==> config.mk <==
export PLATFORM = sky130hd
export DESIGN_NAME = bmsv_decode
export DESIGN_NICKNAME = d
export VERILOG_FILES = /design/src/hdl/bmsv_pkg.sv /design/src/hdl/bmsv_decode.sv
export SDC_FILE = /design/constraint.sdc
export NUM_CORES = 1
export LEC_CHECK = 0
export BUFFER_PORTS_ARGS = -buffer_cell sky130_fd_sc_hd__buf_2
export CAP_MARGIN = 20
export CELL_PAD_IN_SITES_DETAIL_PLACEMENT = 1
export CELL_PAD_IN_SITES_GLOBAL_PLACEMENT = 1
export CORE_ASPECT_RATIO = 1.75
export CORE_MARGIN = 2
export CORE_UTILIZATION = 40
export DETAILED_ROUTE_END_ITERATION = 8
export PLACE_DENSITY_LB_ADDON = 0.1
export SYNTH_ARGS = -nofsm -noshare
export SYNTH_HDL_FRONTEND = slang
export SYNTH_SLANG_ARGS = --single-unit
==> constraint.sdc <==
create_clock -name vclk -period 5.46
set_clock_uncertainty 0.15 [all_clocks]
set_input_delay 1.092 -clock vclk [all_inputs]
set_output_delay 1.092 -clock vclk [all_outputs]
set_load 0.1 [all_outputs]
==> src/hdl/bmsv_pkg.sv <==
// bmsv_pkg: constants, access descriptor type and view helper functions
// for the banked memory with sub-word views; no dependencies
package bmsv_pkg;

    localparam int NUM_BANKS      = 8;
    localparam int WORDS_PER_BANK = 2000;
    localparam int DEPTH          = NUM_BANKS * WORDS_PER_BANK;
    localparam int ADDR_W         = $clog2(DEPTH);
    localparam int DATA_W         = 32;

    localparam logic OP_READ  = 1'b0;
    localparam logic OP_WRITE = 1'b1;

    localparam logic [2:0] VIEW_WORD = 3'd0;
    localparam logic [2:0] VIEW_B1   = 3'd1;
    localparam logic [2:0] VIEW_B2   = 3'd2;
    localparam logic [2:0] VIEW_B4   = 3'd3;
    localparam logic [2:0] VIEW_B8   = 3'd4;
    localparam logic [2:0] VIEW_B16  = 3'd5;

    typedef struct packed {
        logic              op;
        logic [2:0]        view;
        logic              err;
        logic [ADDR_W-1:0] addr;
        logic [4:0]        shift;
    } t_acc;

    function automatic logic [DATA_W-1:0] elem_mask(input logic [2:0] view);
        logic [DATA_W-1:0] m;
        case (view)
            VIEW_B1:  m = 32'h0000_0001;
            VIEW_B2:  m = 32'h0000_0003;
            VIEW_B4:  m = 32'h0000_000f;
            VIEW_B8:  m = 32'h0000_00ff;
            VIEW_B16: m = 32'h0000_ffff;
            default:  m = 32'hffff_ffff;
        endcase
        return m;
    endfunction

endpackage

==> src/hdl/bmsv_decode.sv <==
// bmsv_decode: range checks and word address / bit offset of one access
// depends on bmsv_pkg
module bmsv_decode (
    input  logic             i_operation,
    input  logic [2:0]       i_view,
    input  logic [2:0]       i_bank,
    input  logic [15:0]      i_location,
    output bmsv_pkg::t_acc   o_acc
);
    import bmsv_pkg::*;

    logic [15:0] word_idx;
    logic [4:0]  shift;
    logic [31:0] limit;
    logic        view_ok;
    logic        bank_ok;
    logic [31:0] addr_full;

    always_comb begin
        view_ok = 1'b1;
        unique case (i_view)
            VIEW_WORD: begin
                word_idx = i_location;
                shift    = 5'd0;
                limit    = 32'(WORDS_PER_BANK);
            end
            VIEW_B1: begin
                word_idx = {5'd0, i_location[15:5]};
                shift    = i_location[4:0];
                limit    = 32'(WORDS_PER_BANK * 32);
            end
            VIEW_B2: begin
                word_idx = {4'd0, i_location[15:4]};
                shift    = {i_location[3:0], 1'b0};
                limit    = 32'(WORDS_PER_BANK * 16);
            end
            VIEW_B4: begin
                word_idx = {3'd0, i_location[15:3]};
                shift    = {i_location[2:0], 2'b0};
                limit    = 32'(WORDS_PER_BANK * 8);
            end
            VIEW_B8: begin
                word_idx = {2'd0, i_location[15:2]};
                shift    = {i_location[1:0], 3'b0};
                limit    = 32'(WORDS_PER_BANK * 4);
            end
            VIEW_B16: begin
                word_idx = {1'd0, i_location[15:1]};
                shift    = {i_location[0], 4'b0};
                limit    = 32'(WORDS_PER_BANK * 2);
            end
            default: begin
                word_idx = i_location;
                shift    = 5'd0;
                limit    = 32'd0;
                view_ok  = 1'b0;
            end
        endcase
    end

    assign bank_ok   = 32'(i_bank) < 32'(NUM_BANKS);
    assign addr_full = 32'(i_bank) * 32'(WORDS_PER_BANK) + 32'(word_idx);

    assign o_acc.op    = i_operation;
    assign o_acc.view  = i_view;
    assign o_acc.err   = !(bank_ok && view_ok && (32'(i_location) < limit));
    assign o_acc.addr  = addr_full[ADDR_W-1:0];
    assign o_acc.shift = shift;
endmodule

# After elaboration in Yosys (flattened, before gate mapping)
# Cells that the tools add are included.
# totals
output_inout_bits	24
reg_bits	0
elab_cells	16
# classes
mux	4
magnitude_cmp	1
reduce_logical	4
mul	1
eq_ne	5
addsub	1
# op_table
cell	count
case mux 16 bit (6 select lines)	1
case mux 14 bit (5 select lines)	1
case mux 5 bit (5 select lines)	1
< comparator 16 bit	1
adder 14 bit	1
multiplier 3 x 7 -> 10 bit, second input constant	1
== test 3 x 2 -> 1 bit, second input constant	2
== test 3 bit, second input constant	2
OR reduction 6 bit	1
== test 3 x 1 -> 1 bit, second input constant	1
logical NOT 3 bit	1
logical AND 1 bit	1
logical NOT 1 bit	1
two-way mux 1 bit	1

# Longest topological paths before layout
# logic_depth
ltp_word	5
mapped_depth	15

# Worst setup path after synthesis
# OpenSTA, ideal clock, no wires.
# synth_path
path_kind	input-to-output
startpoint	input port i_view[2]
endpoint	output port o_acc[17] (netlist bit)
path_buffers	3
slack_ps	-877
path_stages	15
t_required_ps	4218
t_arrival_ps	5095
path_cell_list	buf_6 > clkinv_1 > ha_1 > or2_1 > buf_4 > clkbuf_1 > nor2_1 > a21oi_1 > ha_1 > fa_1 > a21oi_1 > o211ai_1 > a211oi_1 > o21bai_1 > xor2_1
# synth_lines
item	line_no	source
start, declared	bmsv_decode.sv:5	input logic [2:0] i_view,
end, declared	bmsv_decode.sv:8	output bmsv_pkg::t_acc o_acc

==> impl_summary.log <==
INFO  metric final.min_clock_period = roughly 5.3 ns
INFO  metric setup.worst_path.end_class = output port
INFO  metric critical_path.max_stage_delay = approximately 0.56 ns
INFO  metric worstHoldPathCells = 0
INFO  metric area_delta_synth_final = 35.2%
INFO  metric total_power = 0.00101 W
INFO  metric synth-warning-count = 0
INFO  metric post_drt_via_cell_ratio = between 5 and 6
INFO  metric fp.dieArea = between 0.005 and 0.006 mm^2
INFO  metric drt-pass1-iter-count = 4
INFO  metric via_count_of_the_first_global_routing_pass = between 2,000 and 2,500
INFO  metric die_x = 54.9 um
INFO  metric pin_count_of_the_biggest_net_entering_global_routing = 15
INFO  metric fp.dieH = between 90 and 100 um
INFO  metric all_layer_global_routing_usage = 0.266
INFO  metric globalRouteOverflowTotal = 0
INFO  metric layout.nets = roughly 370
INFO  metric timing.final.hold_violations = 0
INFO  metric critPathArrivalTime = between 4 and 5 ns
INFO  metric timing_limited_maximum_frequency = 187 MHz
INFO  metric n_fill_cell = roughly 560
INFO  metric antenna_found_initial = 0
INFO  metric sum_of_net_half_perimeters_after_detailed_placement = 5550 um
INFO  metric detail-route-antenna-nets = 0
INFO  metric clkbuf_count = 0
INFO  metric finalMaxSlewViolations = 0
INFO  metric crit_path_cell_trace = buf_2 > fa_1 > inv_1 > fa_2 > fa_1 > inv_1 > ha_1 > o21a_1 > a211oi_2 > o21bai_1 > xor2_2 > buf_12
INFO  metric critPathMaxFanout = 5
INFO  metric synth_fp_nets = around 310
INFO  metric endpoints_failing_setup = 0
INFO  metric worstMarginPinSlew = about 0.54 ns
INFO  metric unique_cell_type_count_in_the_yosys_netlist = 45
INFO  metric vdd_ir_drop_max = about 500 uV
INFO  metric stdcell_count = about 360
INFO  metric p_leak = about 1.2 nW
INFO  metric post_drt_wl_per_cell = about 18 um
INFO  metric netlist_instances = 253
INFO  metric post_cts_hold_buffer_count = 0
INFO  metric port-buffer-count = between 40 and 50
INFO  metric pin_count = 47
INFO  metric antennaDiodeCount = 0
INFO  metric run_status = complete, no violations
INFO  metric most_common_cell_after_layout_fill_and_taps_aside = sky130_fd_sc_hd__buf_2
INFO  metric slew-limit-headroom = 0.641
INFO  metric drc = 0
INFO  metric power_density = just over 400 mW/mm^2
INFO  metric place_congestion = 0.962
INFO  metric worst_ep_required_time = 4.22 ns
INFO  metric post_route_cells_drive_above_1_share = 0.283
INFO  metric timing_worst_setup_path_type = primary input to output port
INFO  metric grt_first_pass_wirelength = around 10,000 um
INFO  metric design.core.area = 0.00436 mm^2
INFO  metric netlist_area = approximately 0.0018 mm^2
INFO  metric final_min_period_over_clock_period = 0.978
INFO  metric seq_cell_count = 0
INFO  metric drt_iter0_markers = 60
INFO  metric cts_setup_buffers = 0
INFO  metric placementRows = 32
INFO  metric dr_total_vias = ~2,100
INFO  metric routed_wl = approximately 6500 um
INFO  metric place_inst = about 360
INFO  metric max_cap_violations = 0
INFO  metric sequential_to_total_area_share_from_yosys_stat = 0
INFO  metric timing.critical_path.slowest_stage_cell = sky130_fd_sc_hd__fa_1
INFO  metric setup_slack = between 0.1 and 0.15 ns
INFO  metric preCtsSetupSlack = slightly above 0.05 ns
INFO  metric average_cell_area_after_synthesis = 7.16 um^2
INFO  metric setup.worst_path.start_class = primary input
INFO  metric mostFrequentLayoutCells = sky130_fd_sc_hd__buf_2 (34), sky130_fd_sc_hd__ha_1 (32), sky130_fd_sc_hd__nor2_1 (25)
INFO  metric type_of_the_most_critical_hold_path = primary input to output port
INFO  metric rsz0062_at_grt = false
INFO  metric ff_latch_area = 0 um^2
INFO  metric starting_density = 0.415
cell families after synthesis:
kind of cell | synth area share
fa+ha+maj | 0.276
simple gates | 0.166
compound gates | 0.332
buf+inv | 0.0932
xor+xnor | 0.0532
mux | 0.0794
metrics by stage:
step                hold slack [ns]  TNS, ns  utilization  area [um^2]
CTS                            2.03        0        0.555         2420
floorplan                      2.25    -1.06            -         1900
detailed placement             2.03        0        0.555         2420
global placement               2.03        0        0.555         2420
finish                         2.03        0        0.561         2450
global route                   2.03        0        0.561         2450
area by class of cell:
cell class	instances	area (um^2)	share of cell area
multi-input combinational	218	1750	0.716
timing repair buffer	67	559	0.228
inverter	19	71.3	0.0291
tap	51	63.8	0.0261
routing by layer:
layer,routed length (um),GRT usage,part of all wire
met5,0,0,0
met1,2390,0.283,0.37
met2,3810,0.537,0.58
met4,144,0.0500,0.022
met3,164,0.00319,0.025
synth_stat cells (2+ instances only):
library cell	n	area [um^2]
sky130_fd_sc_hd__o211ai_1	3	22.5
sky130_fd_sc_hd__a222oi_1	2	20.0
sky130_fd_sc_hd__o2bb2ai_1	3	26.3
sky130_fd_sc_hd__o22ai_1	3	18.8
sky130_fd_sc_hd__nor3_1	4	20.0
sky130_fd_sc_hd__xnor2_1	6	52.6
sky130_fd_sc_hd__o21ai_0	18	90.1
sky130_fd_sc_hd__buf_4	7	52.6
sky130_fd_sc_hd__a21oi_1	26	130
sky130_fd_sc_hd__nor2b_1	4	25.0
sky130_fd_sc_hd__and2_1	3	18.8
sky130_fd_sc_hd__a32oi_1	2	17.5
sky130_fd_sc_hd__clkbuf_1	4	15.0
sky130_fd_sc_hd__a22oi_1	2	15.0
sky130_fd_sc_hd__nand2b_1	3	18.8
sky130_fd_sc_hd__nor2_1	25	93.8
sky130_fd_sc_hd__a221oi_1	7	61.3
sky130_fd_sc_hd__a211oi_1	6	45.0
sky130_fd_sc_hd__mux2i_1	11	110
sky130_fd_sc_hd__fa_1	5	100
sky130_fd_sc_hd__buf_2	3	15.0
sky130_fd_sc_hd__a21o_1	10	75.1
sky130_fd_sc_hd__nand3_1	4	20.0
sky130_fd_sc_hd__nand4_1	2	12.5
sky130_fd_sc_hd__inv_1	17	63.8
sky130_fd_sc_hd__a22o_1	2	17.5
sky130_fd_sc_hd__xor2_1	5	43.8
sky130_fd_sc_hd__ha_1	32	400
sky130_fd_sc_hd__mux2_2	3	33.8
sky130_fd_sc_hd__nand2_1	16	60.1
path summary, 6_finish.rpt:
check | startpoint | endpoint
hold / removal | i_operation | o_acc[23]
setup / recovery | i_bank[0] | o_acc[17]
power by group:
part           leakage (nW)  internal [W]  switching, W
clock                     0             0             0
sequential                0             0             0
combinational          1.19      0.000356      0.000649
total                  1.19      0.000356      0.000649
critical path: cells and delay by family:
kind,cells,cell delay (ns)
fa+ha+maj,4,1.79
buf+inv,4,0.48
compound gates,3,0.53
xor+xnor,1,0.21
repair_timing:
item                                    in CTS  in global routing
resized for setup                            0                  8
endpoints found under the setup margin       0                  3
endpoints found under the hold margin        0                  0
Note: power is estimated with default switching activity, not from simulation.
